### src/rtl/core/delimited_command_framer_core_macros.svh
// Assertion macros shared by the framer modules.
`ifndef DELIMITED_COMMAND_FRAMER_CORE_MACROS_SVH
`define DELIMITED_COMMAND_FRAMER_CORE_MACROS_SVH

// Check a consequent in the same cycle as its antecedent.
`define DCF_ASSERT_NOW(label, ante, cons, msg) \
  label: assert property (@(posedge clk) disable iff (rst) (ante) |-> (cons)) \
    else $error(msg);

// Check a consequent in the cycle after its antecedent.
`define DCF_ASSERT_NEXT(label, ante, cons, msg) \
  label: assert property (@(posedge clk) disable iff (rst) (ante) |=> (cons)) \
    else $error(msg);

`endif

### src/rtl/core/dcf_pkg.sv
// Types, constants and helper functions for the delimited command framer.
`timescale 1ns / 1ps
package dcf_pkg;

  localparam int BUF_DEPTH_DEF = 32;

  localparam logic [7:0]  CR_BYTE     = 8'h0D;
  localparam logic [31:0] END_SEQ_DEF = 32'h0000_000D;
  localparam logic [2:0]  END_LEN_DEF = 3'd1;
  localparam logic [13:0] TIMEOUT_DEF = 14'd100;
  localparam logic [13:0] TIMEOUT_MIN = 14'd10;
  localparam logic [13:0] TIMEOUT_MAX = 14'd10000;
  localparam logic [13:0] IDLE_MAX    = 14'h3FFF;
  localparam logic [2:0]  SEQ_MAX     = 3'd4;

  typedef enum logic [1:0] {
    CMD_BYTE    = 2'd0,
    CMD_TICK    = 2'd1,
    CMD_READ    = 2'd2,
    CMD_RESTART = 2'd3
  } cmd_t;

  typedef enum logic [2:0] {
    ST_WAIT     = 3'd0,
    ST_PROC     = 3'd1,
    ST_OK       = 3'd2,
    ST_NOSTART  = 3'd3,
    ST_BEFORE   = 3'd4,
    ST_TIMEOUT  = 3'd5,
    ST_OVERFLOW = 3'd6
  } status_t;

  typedef enum logic [1:0] {
    PH_WAIT    = 2'd0,
    PH_RECV    = 2'd1,
    PH_READY   = 2'd2,
    PH_TIMEOUT = 2'd3
  } phase_t;

  typedef enum logic [2:0] {
    REG_START_SEQ = 3'd0,
    REG_START_LEN = 3'd1,
    REG_END_SEQ   = 3'd2,
    REG_END_LEN   = 3'd3,
    REG_TIMEOUT   = 3'd4
  } reg_idx_t;

  typedef enum logic [2:0] {
    CS_IDLE,
    CS_EXEC,
    CS_SCAN_RD,
    CS_SCAN_CHK,
    CS_EMIT,
    CS_RD_ADDR,
    CS_RD_EMIT
  } ctl_state_t;

  typedef struct packed {
    logic load;
    logic exec;
    logic scan_chk;
    logic emit_status;
    logic emit_data;
  } ctl_cmd_t;

  typedef struct packed {
    cmd_t item_cmd;
    logic search_go;
    logic scan_hit;
    logic scan_last;
    logic rd_empty;
    logic rd_last;
    logic out_free;
  } dp_sts_t;

  // Compare the newest n bytes of win against the first n bytes of seq.
  function automatic logic seq_match(input logic [31:0] seq, input logic [31:0] win,
                                     input logic [2:0] n);
    logic        ok;
    logic [2:0]  pos;
    logic [31:0] w;
    ok = 1'b1;
    for (int k = 0; k < 4; k++) begin
      if (3'(k) < n) begin
        pos = n - 3'(k) - 3'd1;
        w = win >> {pos[1:0], 3'b000};
        if (seq[8*k +: 8] != w[7:0]) ok = 1'b0;
      end
    end
    return ok;
  endfunction

  function automatic logic [2:0] clamp_len(input logic [2:0] len);
    return (len > SEQ_MAX) ? SEQ_MAX : len;
  endfunction

endpackage

### src/rtl/core/delimited_command_framer_core.sv
// Top level of the delimited command framer.
`timescale 1ns / 1ps
// Input channel (in_valid/in_stall, cmd, rx_byte): one transaction per byte,
// millisecond tick, read or restart. Output channel (out_valid/out_stall):
// status, accepted, data_valid, data_byte, last; each input transaction gives
// one result, a read gives one per command byte with last on the final one.
// Configuration: cfg_we writes cfg_data into register cfg_index (0 start_seq,
// 1 start_len, 2 end_seq, 3 end_len, 4 timeout_ms); the user must write only
// while idle, which the block does not enforce. Byte, tick, restart and an
// empty read pass through EXEC and EMIT; the input opens again in the cycle
// the result appears, so a new transaction waits for the last one's result.
// A byte that completes a command with a start sequence set first scans the
// buffer a byte at a time (SCAN_RD, SCAN_CHK), up to a hit or the end; a
// read streams each byte via the single buffer read port (RD_ADDR, RD_EMIT).
// Reset (rst, synchronous) loads default registers and an empty framer; the
// buffer needs no clearing. While out_stall is high the output register holds
// its result and the sequencer waits; one new input can still be taken and
// worked on up to its own result.
module delimited_command_framer_core #(
  parameter int BUF_DEPTH = dcf_pkg::BUF_DEPTH_DEF
) (
  input  logic        clk,
  input  logic        rst,
  input  logic        cfg_we,
  input  logic [2:0]  cfg_index,
  input  logic [31:0] cfg_data,
  input  logic        in_valid,
  output logic        in_stall,
  input  logic [1:0]  cmd,
  input  logic [7:0]  rx_byte,
  output logic        out_valid,
  input  logic        out_stall,
  output logic [2:0]  status,
  output logic        accepted,
  output logic        data_valid,
  output logic [7:0]  data_byte,
  output logic        last
);
  import dcf_pkg::*;

  ctl_cmd_t ctl;
  dp_sts_t  sts;

  dcf_ctrl u_ctrl (
    .clk      (clk),
    .rst      (rst),
    .in_valid (in_valid),
    .in_stall (in_stall),
    .sts      (sts),
    .ctl      (ctl)
  );

  dcf_datapath #(
    .BUF_DEPTH (BUF_DEPTH)
  ) u_datapath (
    .clk        (clk),
    .rst        (rst),
    .cfg_we     (cfg_we),
    .cfg_index  (cfg_index),
    .cfg_data   (cfg_data),
    .in_cmd     (cmd),
    .in_byte    (rx_byte),
    .out_stall  (out_stall),
    .ctl        (ctl),
    .sts        (sts),
    .out_valid  (out_valid),
    .status     (status),
    .accepted   (accepted),
    .data_valid (data_valid),
    .data_byte  (data_byte),
    .last       (last)
  );

endmodule

### src/rtl/core/dcf_ctrl.sv
// Control state machine sequencing each transaction of the framer.
`timescale 1ns / 1ps
`include "delimited_command_framer_core_macros.svh"
module dcf_ctrl (
  input  logic              clk,
  input  logic              rst,
  input  logic              in_valid,
  output logic              in_stall,
  input  dcf_pkg::dp_sts_t  sts,
  output dcf_pkg::ctl_cmd_t ctl
);
  import dcf_pkg::*;

  ctl_state_t state, state_next;

  always_ff @(posedge clk) begin
    if (rst) begin
      state <= CS_IDLE;
    end else begin
      state <= state_next;
    end
  end

  always_comb begin
    state_next = state;
    case (state)
      CS_IDLE: begin
        if (in_valid) state_next = CS_EXEC;
      end
      CS_EXEC: begin
        case (sts.item_cmd)
          CMD_READ: state_next = sts.rd_empty ? CS_EMIT : CS_RD_ADDR;
          CMD_BYTE: state_next = sts.search_go ? CS_SCAN_RD : CS_EMIT;
          default:  state_next = CS_EMIT;
        endcase
      end
      CS_SCAN_RD: state_next = CS_SCAN_CHK;
      CS_SCAN_CHK: begin
        if (sts.scan_hit || sts.scan_last) state_next = CS_EMIT;
        else state_next = CS_SCAN_RD;
      end
      CS_EMIT: begin
        if (sts.out_free) state_next = CS_IDLE;
      end
      CS_RD_ADDR: state_next = CS_RD_EMIT;
      CS_RD_EMIT: begin
        if (sts.out_free) state_next = sts.rd_last ? CS_IDLE : CS_RD_ADDR;
      end
      default: state_next = CS_IDLE;
    endcase
  end

  always_comb begin
    ctl      = '0;
    in_stall = 1'b1;
    case (state)
      CS_IDLE: begin
        in_stall = 1'b0;
        ctl.load = in_valid;
      end
      CS_EXEC:     ctl.exec = 1'b1;
      CS_SCAN_CHK: ctl.scan_chk = 1'b1;
      CS_EMIT:     ctl.emit_status = sts.out_free;
      CS_RD_EMIT:  ctl.emit_data = sts.out_free;
      default: begin
        ctl      = '0;
        in_stall = 1'b1;
      end
    endcase
  end

  `DCF_ASSERT_NEXT(a_load_exec, ctl.load, state == CS_EXEC, "load not followed by execute")
  `DCF_ASSERT_NOW(a_one_emit, 1'b1, !(ctl.emit_status && ctl.emit_data), "two results at once")
  `DCF_ASSERT_NOW(a_stall_busy, state != CS_IDLE, in_stall, "input open while busy")

endmodule

### src/rtl/core/dcf_datapath.sv
// Datapath: configuration, command buffer, framing state and output register.
`timescale 1ns / 1ps
`include "delimited_command_framer_core_macros.svh"
module dcf_datapath #(
  parameter int BUF_DEPTH = dcf_pkg::BUF_DEPTH_DEF
) (
  input  logic              clk,
  input  logic              rst,
  input  logic              cfg_we,
  input  logic [2:0]        cfg_index,
  input  logic [31:0]       cfg_data,
  input  logic [1:0]        in_cmd,
  input  logic [7:0]        in_byte,
  input  logic              out_stall,
  input  dcf_pkg::ctl_cmd_t ctl,
  output dcf_pkg::dp_sts_t  sts,
  output logic              out_valid,
  output logic [2:0]        status,
  output logic              accepted,
  output logic              data_valid,
  output logic [7:0]        data_byte,
  output logic              last
);
  import dcf_pkg::*;

  localparam int CW = $clog2(BUF_DEPTH + 1);
  localparam int AW = $clog2(BUF_DEPTH);

  logic [31:0] start_seq;
  logic [2:0]  start_len;
  logic [31:0] end_seq;
  logic [2:0]  end_len;
  logic [13:0] timeout_ms;

  logic [7:0]  mem [BUF_DEPTH];
  logic [7:0]  rdata;

  cmd_t        item_cmd;
  logic [7:0]  item_byte;
  logic        acc_flag;

  phase_t      phase;
  status_t     status_reg;
  logic [CW-1:0] fill_count;
  logic [CW-1:0] payload_start;
  logic [CW-1:0] idx;
  logic [13:0] idle_ms;
  logic        timer_armed;
  logic [31:0] tail_bytes;
  logic [31:0] window;

  logic [2:0]  end_n;
  logic [31:0] end_s;
  logic [2:0]  start_n;
  logic        refused;
  logic [CW-1:0] base_fill;
  logic [31:0] base_tail;
  status_t     base_status;
  logic        byte_wr;
  logic [CW-1:0] fill_new;
  logic [31:0] tail_new;
  status_t     status_new;
  logic        end_hit;
  logic [CW-1:0] cmd_len;
  logic [13:0] idle_inc;
  logic [31:0] win_new;
  logic [CW-1:0] idx_inc;
  logic        scan_hit;
  logic        rd_last;
  logic        mem_we;
  logic        do_restart;
  logic        emit;
  logic [13:0] t_wr;

  always_comb begin
    end_n   = (end_len == 3'd0) ? 3'd1 : clamp_len(end_len);
    end_s   = (end_len == 3'd0) ? {24'd0, CR_BYTE} : end_seq;
    start_n = clamp_len(start_len);
    refused = (phase == PH_READY) || (phase == PH_TIMEOUT);

    base_fill   = (phase == PH_WAIT) ? '0 : fill_count;
    base_tail   = (phase == PH_WAIT) ? '0 : tail_bytes;
    base_status = (phase == PH_WAIT) ? ST_PROC : status_reg;
    byte_wr     = base_fill < CW'(BUF_DEPTH);
    fill_new    = base_fill + CW'(byte_wr);
    tail_new    = {base_tail[23:0], item_byte};
    status_new  = byte_wr ? base_status : ST_OVERFLOW;
    end_hit     = (fill_new >= CW'(end_n)) && seq_match(end_s, tail_new, end_n);
    cmd_len     = fill_new - CW'(end_n);

    idle_inc = (idle_ms < IDLE_MAX) ? idle_ms + 14'd1 : idle_ms;

    win_new  = {window[23:0], rdata};
    idx_inc  = idx + CW'(1);
    scan_hit = (idx_inc >= CW'(start_n)) && seq_match(start_seq, win_new, start_n);
    rd_last  = idx_inc == fill_count;

    mem_we = ctl.exec && (item_cmd == CMD_BYTE) && !refused && byte_wr;
    emit   = ctl.emit_status || ctl.emit_data;
    do_restart = (cfg_we && (cfg_index == REG_TIMEOUT))
              || (ctl.exec && (item_cmd == CMD_RESTART))
              || (ctl.emit_status && (item_cmd == CMD_READ))
              || (ctl.emit_data && rd_last);
    t_wr = cfg_data[13:0];

    sts.item_cmd  = item_cmd;
    sts.search_go = !refused && end_hit && (status_new != ST_OVERFLOW)
                 && (start_n != 3'd0) && (cmd_len >= CW'(start_n));
    sts.scan_hit  = scan_hit;
    sts.scan_last = idx_inc >= fill_count;
    sts.rd_empty  = payload_start >= fill_count;
    sts.rd_last   = rd_last;
    sts.out_free  = !out_valid || !out_stall;
  end

  always_ff @(posedge clk) begin
    if (rst) begin
      start_seq  <= '0;
      start_len  <= '0;
      end_seq    <= END_SEQ_DEF;
      end_len    <= END_LEN_DEF;
      timeout_ms <= TIMEOUT_DEF;
    end else if (cfg_we) begin
      case (cfg_index)
        REG_START_SEQ: start_seq <= cfg_data;
        REG_START_LEN: start_len <= cfg_data[2:0];
        REG_END_SEQ:   end_seq <= cfg_data;
        REG_END_LEN:   end_len <= cfg_data[2:0];
        REG_TIMEOUT: begin
          timeout_ms <= (t_wr >= TIMEOUT_MIN && t_wr <= TIMEOUT_MAX) ? t_wr : TIMEOUT_DEF;
        end
        default: ;
      endcase
    end
  end

  always_ff @(posedge clk) begin
    if (rst || do_restart) begin
      phase         <= PH_WAIT;
      status_reg    <= ST_WAIT;
      fill_count    <= '0;
      payload_start <= '0;
      idle_ms       <= '0;
      timer_armed   <= 1'b0;
      tail_bytes    <= '0;
    end else if (ctl.exec) begin
      case (item_cmd)
        CMD_BYTE: begin
          if (!refused) begin
            timer_armed <= 1'b1;
            idle_ms     <= '0;
            tail_bytes  <= tail_new;
            fill_count  <= fill_new;
            status_reg  <= status_new;
            phase       <= end_hit ? PH_READY : PH_RECV;
            if (end_hit && (status_new != ST_OVERFLOW)) begin
              fill_count    <= cmd_len;
              payload_start <= '0;
              status_reg    <= (start_n == 3'd0) ? ST_OK : ST_NOSTART;
            end
          end
        end
        CMD_TICK: begin
          if (phase == PH_RECV && timer_armed) begin
            idle_ms <= idle_inc;
            if (idle_inc > timeout_ms) begin
              phase      <= PH_TIMEOUT;
              status_reg <= ST_TIMEOUT;
            end
          end
        end
        default: ;
      endcase
    end else if (ctl.scan_chk && scan_hit) begin
      payload_start <= idx_inc;
      status_reg    <= (idx_inc == CW'(start_n)) ? ST_OK : ST_BEFORE;
    end
  end

  always_ff @(posedge clk) begin
    if (ctl.load) begin
      item_cmd  <= cmd_t'(in_cmd);
      item_byte <= in_byte;
    end
    if (ctl.exec) begin
      acc_flag <= (item_cmd == CMD_BYTE) && !refused;
      idx      <= (item_cmd == CMD_READ) ? payload_start : '0;
      window   <= '0;
    end else if (ctl.scan_chk) begin
      window <= win_new;
      idx    <= idx_inc;
    end else if (ctl.emit_data && !rd_last) begin
      idx <= idx_inc;
    end
  end

  always_ff @(posedge clk) begin
    if (mem_we) mem[base_fill[AW-1:0]] <= item_byte;
    rdata <= mem[idx[AW-1:0]];
  end

  always_ff @(posedge clk) begin
    if (rst) begin
      out_valid <= 1'b0;
    end else if (emit) begin
      out_valid <= 1'b1;
    end else if (!out_stall) begin
      out_valid <= 1'b0;
    end
  end

  always_ff @(posedge clk) begin
    if (ctl.emit_status) begin
      status     <= status_reg;
      accepted   <= acc_flag;
      data_valid <= 1'b0;
      data_byte  <= '0;
      last       <= 1'b1;
    end else if (ctl.emit_data) begin
      status     <= status_reg;
      accepted   <= 1'b0;
      data_valid <= 1'b1;
      data_byte  <= rdata;
      last       <= rd_last;
    end
  end

  `DCF_ASSERT_NOW(a_fill_bound, 1'b1, fill_count <= CW'(BUF_DEPTH), "fill count past depth")
  `DCF_ASSERT_NOW(a_start_bound, 1'b1, payload_start <= fill_count, "payload start past fill")
  `DCF_ASSERT_NOW(a_emit_free, emit, !out_valid || !out_stall, "result over a held one")
  `DCF_ASSERT_NEXT(a_rd_status, ctl.emit_data && !rd_last, status_reg == $past(status_reg),
                   "status moved during read-out")

endmodule

### config.mk
export PLATFORM = sky130hd
export DESIGN_NAME = delimited_command_framer_core
export DESIGN_NICKNAME = d
export VERILOG_FILES = /design/src/rtl/core/dcf_pkg.sv /design/src/rtl/core/delimited_command_framer_core.sv /design/src/rtl/core/dcf_ctrl.sv /design/src/rtl/core/dcf_datapath.sv
export VERILOG_INCLUDE_DIRS = /design/src /design/src/rtl/core
export SDC_FILE = /design/constraint.sdc
export NUM_CORES = 1
export LEC_CHECK = 0
export BUFFER_PORTS_ARGS = -buffer_cell sky130_fd_sc_hd__buf_2
export CAP_MARGIN = 20
export CELL_PAD_IN_SITES_DETAIL_PLACEMENT = 0
export CELL_PAD_IN_SITES_GLOBAL_PLACEMENT = 1
export CORE_MARGIN = 1.5
export CORE_UTILIZATION = 51
export DETAILED_ROUTE_END_ITERATION = 10
export PLACE_DENSITY_LB_ADDON = 0.2
export SLEW_MARGIN = 30
export SYNTH_ARGS = -nofsm -noshare
export SYNTH_HDL_FRONTEND = slang
export SYNTH_HIERARCHICAL = 1
export SYNTH_SLANG_ARGS = --single-unit
### constraint.sdc
create_clock -name clk -period 6.47 [get_ports clk]
set_input_delay 0 -clock clk [delete_from_list [all_inputs] [get_ports clk]]
set_output_delay 0 -clock clk [all_outputs]
set_load 0.01 [all_outputs]
== After elaboration in Yosys (flattened, before gate mapping) ==
Memory sizes are Yosys's and may differ from the RTL's. A register that Yosys moved wholly into a read port is not among the register bits.
Index checks and enable logic that the tools add are counted.
Storage, ports and cells
  register bits after elaboration: 199
  latch bits: 0
  bits in writable memories: 256
  memory bits (read-only): 0
  logic and storage cells: 240
  memories: 1
Operators by class
  $add $sub $neg: 16
  $mul: 0
  div/mod/pow operators: 0
  magnitude comparators: 20
  equality and inequality tests: 41
  shifts and indexed selects: 8
  muxes and demuxes: 76
  bitwise logic cells: 1
  reductions and logical operators: 53
Memories
  u_datapath.mem: depth 32, width 8, read ports 1, clocked after memory_dff 1, wr ports 1, line dcf_datapath.sv:35  | logic [7:0] mem [BUF_DEPTH];
Operator list (count)
  $shr A32 B5 Y8: 8
  $mux W6: 11
  $ne A8 B8 Y1: 8
  $mux W3: 20
  $mux W14: 4
  $mux W32: 1
  $mux W1: 30
  $pmux W14 S2: 1
  $mux W24: 1
  $pmux W3 S7: 1
  $logic_and A1 B1 Y1: 19
  $ge A6 B3 Y1: 3
  $sub A2 B1 Y2 const B: 8
  $ne A3 B3 Y1 const B: 5
  $add A14 B1 Y14 const B: 1
  $ge A14 B4 Y1 const B: 1
  $gt A14 B14 Y1: 1
  $le A14 B14 Y1 const B: 1
  $lt A14 B14 Y1 const B: 1
  $eq A3 B2 Y1 const B: 4
  $eq A3 B3 Y1 const B: 4
  $ge A6 B6 Y1: 2
  $logic_not A3 Y1: 4
  $lt A1 B3 Y1 const A: 4
  27 further kinds: 72

== Longest topological paths before layout ==
  depth in word-level cells: 22
  depth in mapped cells: 24
  mapped depth without buffers: 20

== Modules after synthesis ==
The synthesis kept the hierarchy.
Modules (own cells, without submodules)
  dcf_datapath: instances 1, cells each 1869, area an instance 21958.6 um^2, sequential area each 11981.5 um^2
  dcf_ctrl: instances 1, cells each 37, area an instance 277.8 um^2, sequential area each 60.1 um^2

== Least setup slack after synthesis ==
OpenSTA, ideal clock, no wires.
  kind: register to register
  from: register u_datapath.phase[1]
  to: register u_ctrl.state[2]
  library setup time: 0.114 ns
  data arrival time: 4.682 ns
  data required time: 6.356 ns
  setup slack: 1.674 ns
  stages on the path, launching flop included: 24
  path buffers: 4
  cells stage by stage: dfxtp_1 or2_4 buf_6 buf_6 buf_2 buf_1 nand2_1 inv_1 ha_1 ha_1 xnor2_1 ha_1 a21oi_1 nor2b_1 or4b_2 and4b_1 nand4_1 or3_1 or4_1 a2111oi_0 nor4b_4 o22ai_1 a21oi_1 nor2_1
RTL lines
  start: declaration: line dcf_datapath.sv:42  | phase_t phase;
  start signal: assignment: line dcf_datapath.sv:155  | phase <= end_hit ? PH_READY : PH_RECV;
  end signal: assignment: line dcf_ctrl.sv:20  | state <= state_next;
  end: declaration: line dcf_ctrl.sv:14  | ctl_state_t state, state_next;

==> metrics.cfg <==
[layout]
fill_cells = 3513
n_antenna_cell = 0
drive_above_1_share_pct = 16.82
ff_latch_area_um2 = 12040
final_cell_mix = edfxtp_1, nand2_1, dfxtp_1
largest_reg_flops = 256
multi_input_area_um2 = 9454
fin_nets = 2068
stdcell_count = 2601
final_common_cell = edfxtp_1
final_core_util_pct = 58.40
areaGrowthSynthToFinish_pct = 13.14

[yosys]
synth_top_cell_by_area = edfxtp_1
synth_cell_type_count = 89
syn_inst = 1906
synth_ff_type = edfxtp_1
ys_seq_area_share_pct = 54.15
ys_warn_count = 6
netlist_area_um2 = 22240
syn_nets = 1996
yosysTopAreaCellShare_pct = 37.41
synthTopCellsByArea = edfxtp_1, dfxtp_1, mux4_2, nand2_1, a21oi_1
ys_async_sr_fraction_pct = 0
synth_edf_count = 277
syn_area_per_cell_um2 = 11.67
ys_ff_latch = 463

[sta]
skew_ps = 26.55
tns_ps = 0
rsz0062_at_grt = no
hold_violations = 0
worstMarginPinSlew_ps = 973.6
max_freq_mhz = 177.5
finalMaxSlewViolations = 0
whs_ps = 74.25
finalCritPeriodShare_pct = 87.08
setup_viol = 0
slew_headroom_pct = 35.10
layout_min_cycle_time_ps = 5634

[cts]
clk_pin_slew_ps = 60
cts_buffers = 49
root_buffer = clkbuf_16
clock_latency_ps = 610
clkSinkCount = 463
cts_tree = yes
ctsLongestPathBuffers = 3
htreeDepth = 2
post_cts_resize_count = 0

[detailed_routing]
first_pass_iters = 5
wl_per_cell_um = 23.30
num_vias = 15850
drt-total-wl_mm = 60.60
drtIter0Drc = 1810
vias_per_cell = 6.095
drc_errors = 0
ant_nets = 0

[power_and_ir_drop]
pwr-share-comb_pct = 10.2
leakagePower_nw = 8.465
p_clk_share_pct = 41.3
seq_power_share_pct = 48.5
power.density_nw_per_um2 = 268.0
internal_power_w = 0.005100
ir_drop_uv = 191.8
p_sw_share_pct = 24.37
switchingPower_w = 0.001643

[place]
dp_cells = 2461
dp_hpwl_mm = 40.83
place.gp.congestion = 0.9033
port_buffers = 65

[floorplanning]
rows = 76
dieWidth_um = 211.8
fp.dieH_um = 211.8
io_pins = 66
initial_core_util_pct = 51.62
die_area_um2 = 44860
core_area_um2 = 43080

[grt]
grtUsageMet3_pct = 4.599
grt_pass1_wl_mm = 92.69
grt_pass1_vias = 15110
grt_use_met2_pct = 42.21
grt_max_degree = 80
grt.busiest_layer = met2
grt_usage_pct = 27.46
grt_antenna_before_repair = 0
overflow = 0
use_met1_pct = 40.28

[setup_path]
worst-path-max-fanout = 30
critPathLaunchType = register
r2r_start = u_datapath/end_len[0]
arrival_ps = 6090
required_ps = 6930
end_kind = register
crit_type = register to register
cp-startpoint = u_datapath/end_len[0]

[job]
cap_violations = 0

[outcome]
outcome = complete, no violations

[worst_hold_path]
holdCritPathClass = primary input to register
min_from = rst

power by group through the flow:
| stage | registers [W] | logic (W) | clock network, W |
|---|---|---|---|
| after floorplan | 0.00331 | 0.000433 | 0 |
| after global placement | 0.00333 | 0.000646 | 0 |
| after detailed placement | 0.00333 | 0.000652 | 0 |
| after CTS | 0.00327 | 0.000680 | 0.00284 |
| after global routing | 0.00327 | 0.000738 | 0.00296 |
| final | 0.00327 | 0.000689 | 0.00279 |
stage by stage:
step	area (um2)	worst slack (ps)	total power, W
6_report	25160	836.2	0.006743
5_1_grt	25160	422.7	0.006969
4_1_cts	25130	858.1	0.006789
3_5_place_dp	23020	882.3	0.003985
3_3_place_gp	23020	1013	0.003976
2_1_floorplan	22240	1674	0.003741
worst max-delay path, stage by stage (launching register included):
cell and delay [ps]:
dfxtp_1 420, nor2b_4 490, nor2_8 160, inv_4 330
ha_1 300, buf_4 230, inv_1 390, nor4_1 100
a41oi_1 240, o221ai_1 140, or4_1 450, nor4_2 290
a31oi_1 170, or4_1 630, a2111oi_0 440, buf_4 210
nor4b_4 180, o22ai_1 100, a21oi_1 120, nor2_1 50
timing repair:
item / 4_1_cts / 5_1_grt
endpoints found under the hold margin: 97 / 0
hold buffers: 50 / 0
buffers inserted: 0 / 0
synthesized netlist by cell type, types with 22 or more instances:
cell type  count
o21ai_0       55
nand3_1       37
clkbuf_1      84
o22ai_1       23
mux4_2       112
nand2_1      234
xor2_1        32
nor3_1        28
nor2_1       173
edfxtp_1     277
inv_1         62
ha_1          39
a21oi_1      151
dfxtp_1      186
nand4_1       22
mux2i_1       61
metal layers:
| metal | part of all wire, % | vias to the layer above | routed length (um) |
|---|---|---|---|
| met5 | 0 | - | 0 |
| met2 | 46 | 600 | 28010 |
| met4 | 2.3 | 0 | 1389 |
| met3 | 6.9 | 106 | 4202 |
| met1 | 45 | 7891 | 27000 |
| li1 | - | 7256 | - |
final cells by class:
cell class                      count  share of cell area [%]
Multi-Input combinational cell   1252                   37.58
Clock buffer                       71                   5.525
Inverter                           65                  0.9798
Sequential cell                   463                   47.86
Timing Repair Buffer              147                   4.267
Tap cell                          585                   2.909
Clock inverter                     18                  0.8753
kinds of logic (layout without fill, tap and decap cells):
logic type	count (synthesis)	count (layout)	share of synthesized area (%)
AND/OR/NAND/NOR	606	606	12.68
XOR/XNOR	51	51	2.009
AO/OA/AOI/OAI	360	360	10.07
buffers and inverters	191	301	3.556
adder cells (fa/ha/maj)	40	40	2.285
multiplexers	195	195	15.25
flip-flops	463	463	54.15
path summary, 6_finish.rpt:
path / to / slack, ps / cells past startpoint
hold / removal: u_datapath/start_len[1] / 70 / 3
setup reg to reg: u_ctrl/state[2] / 840 / 19
setup / recovery: u_ctrl/state[2] / 840 / 19
hold reg to reg: u_datapath/tail_bytes[1] / 460 / 2
Power figures use the tool's default switching activity.
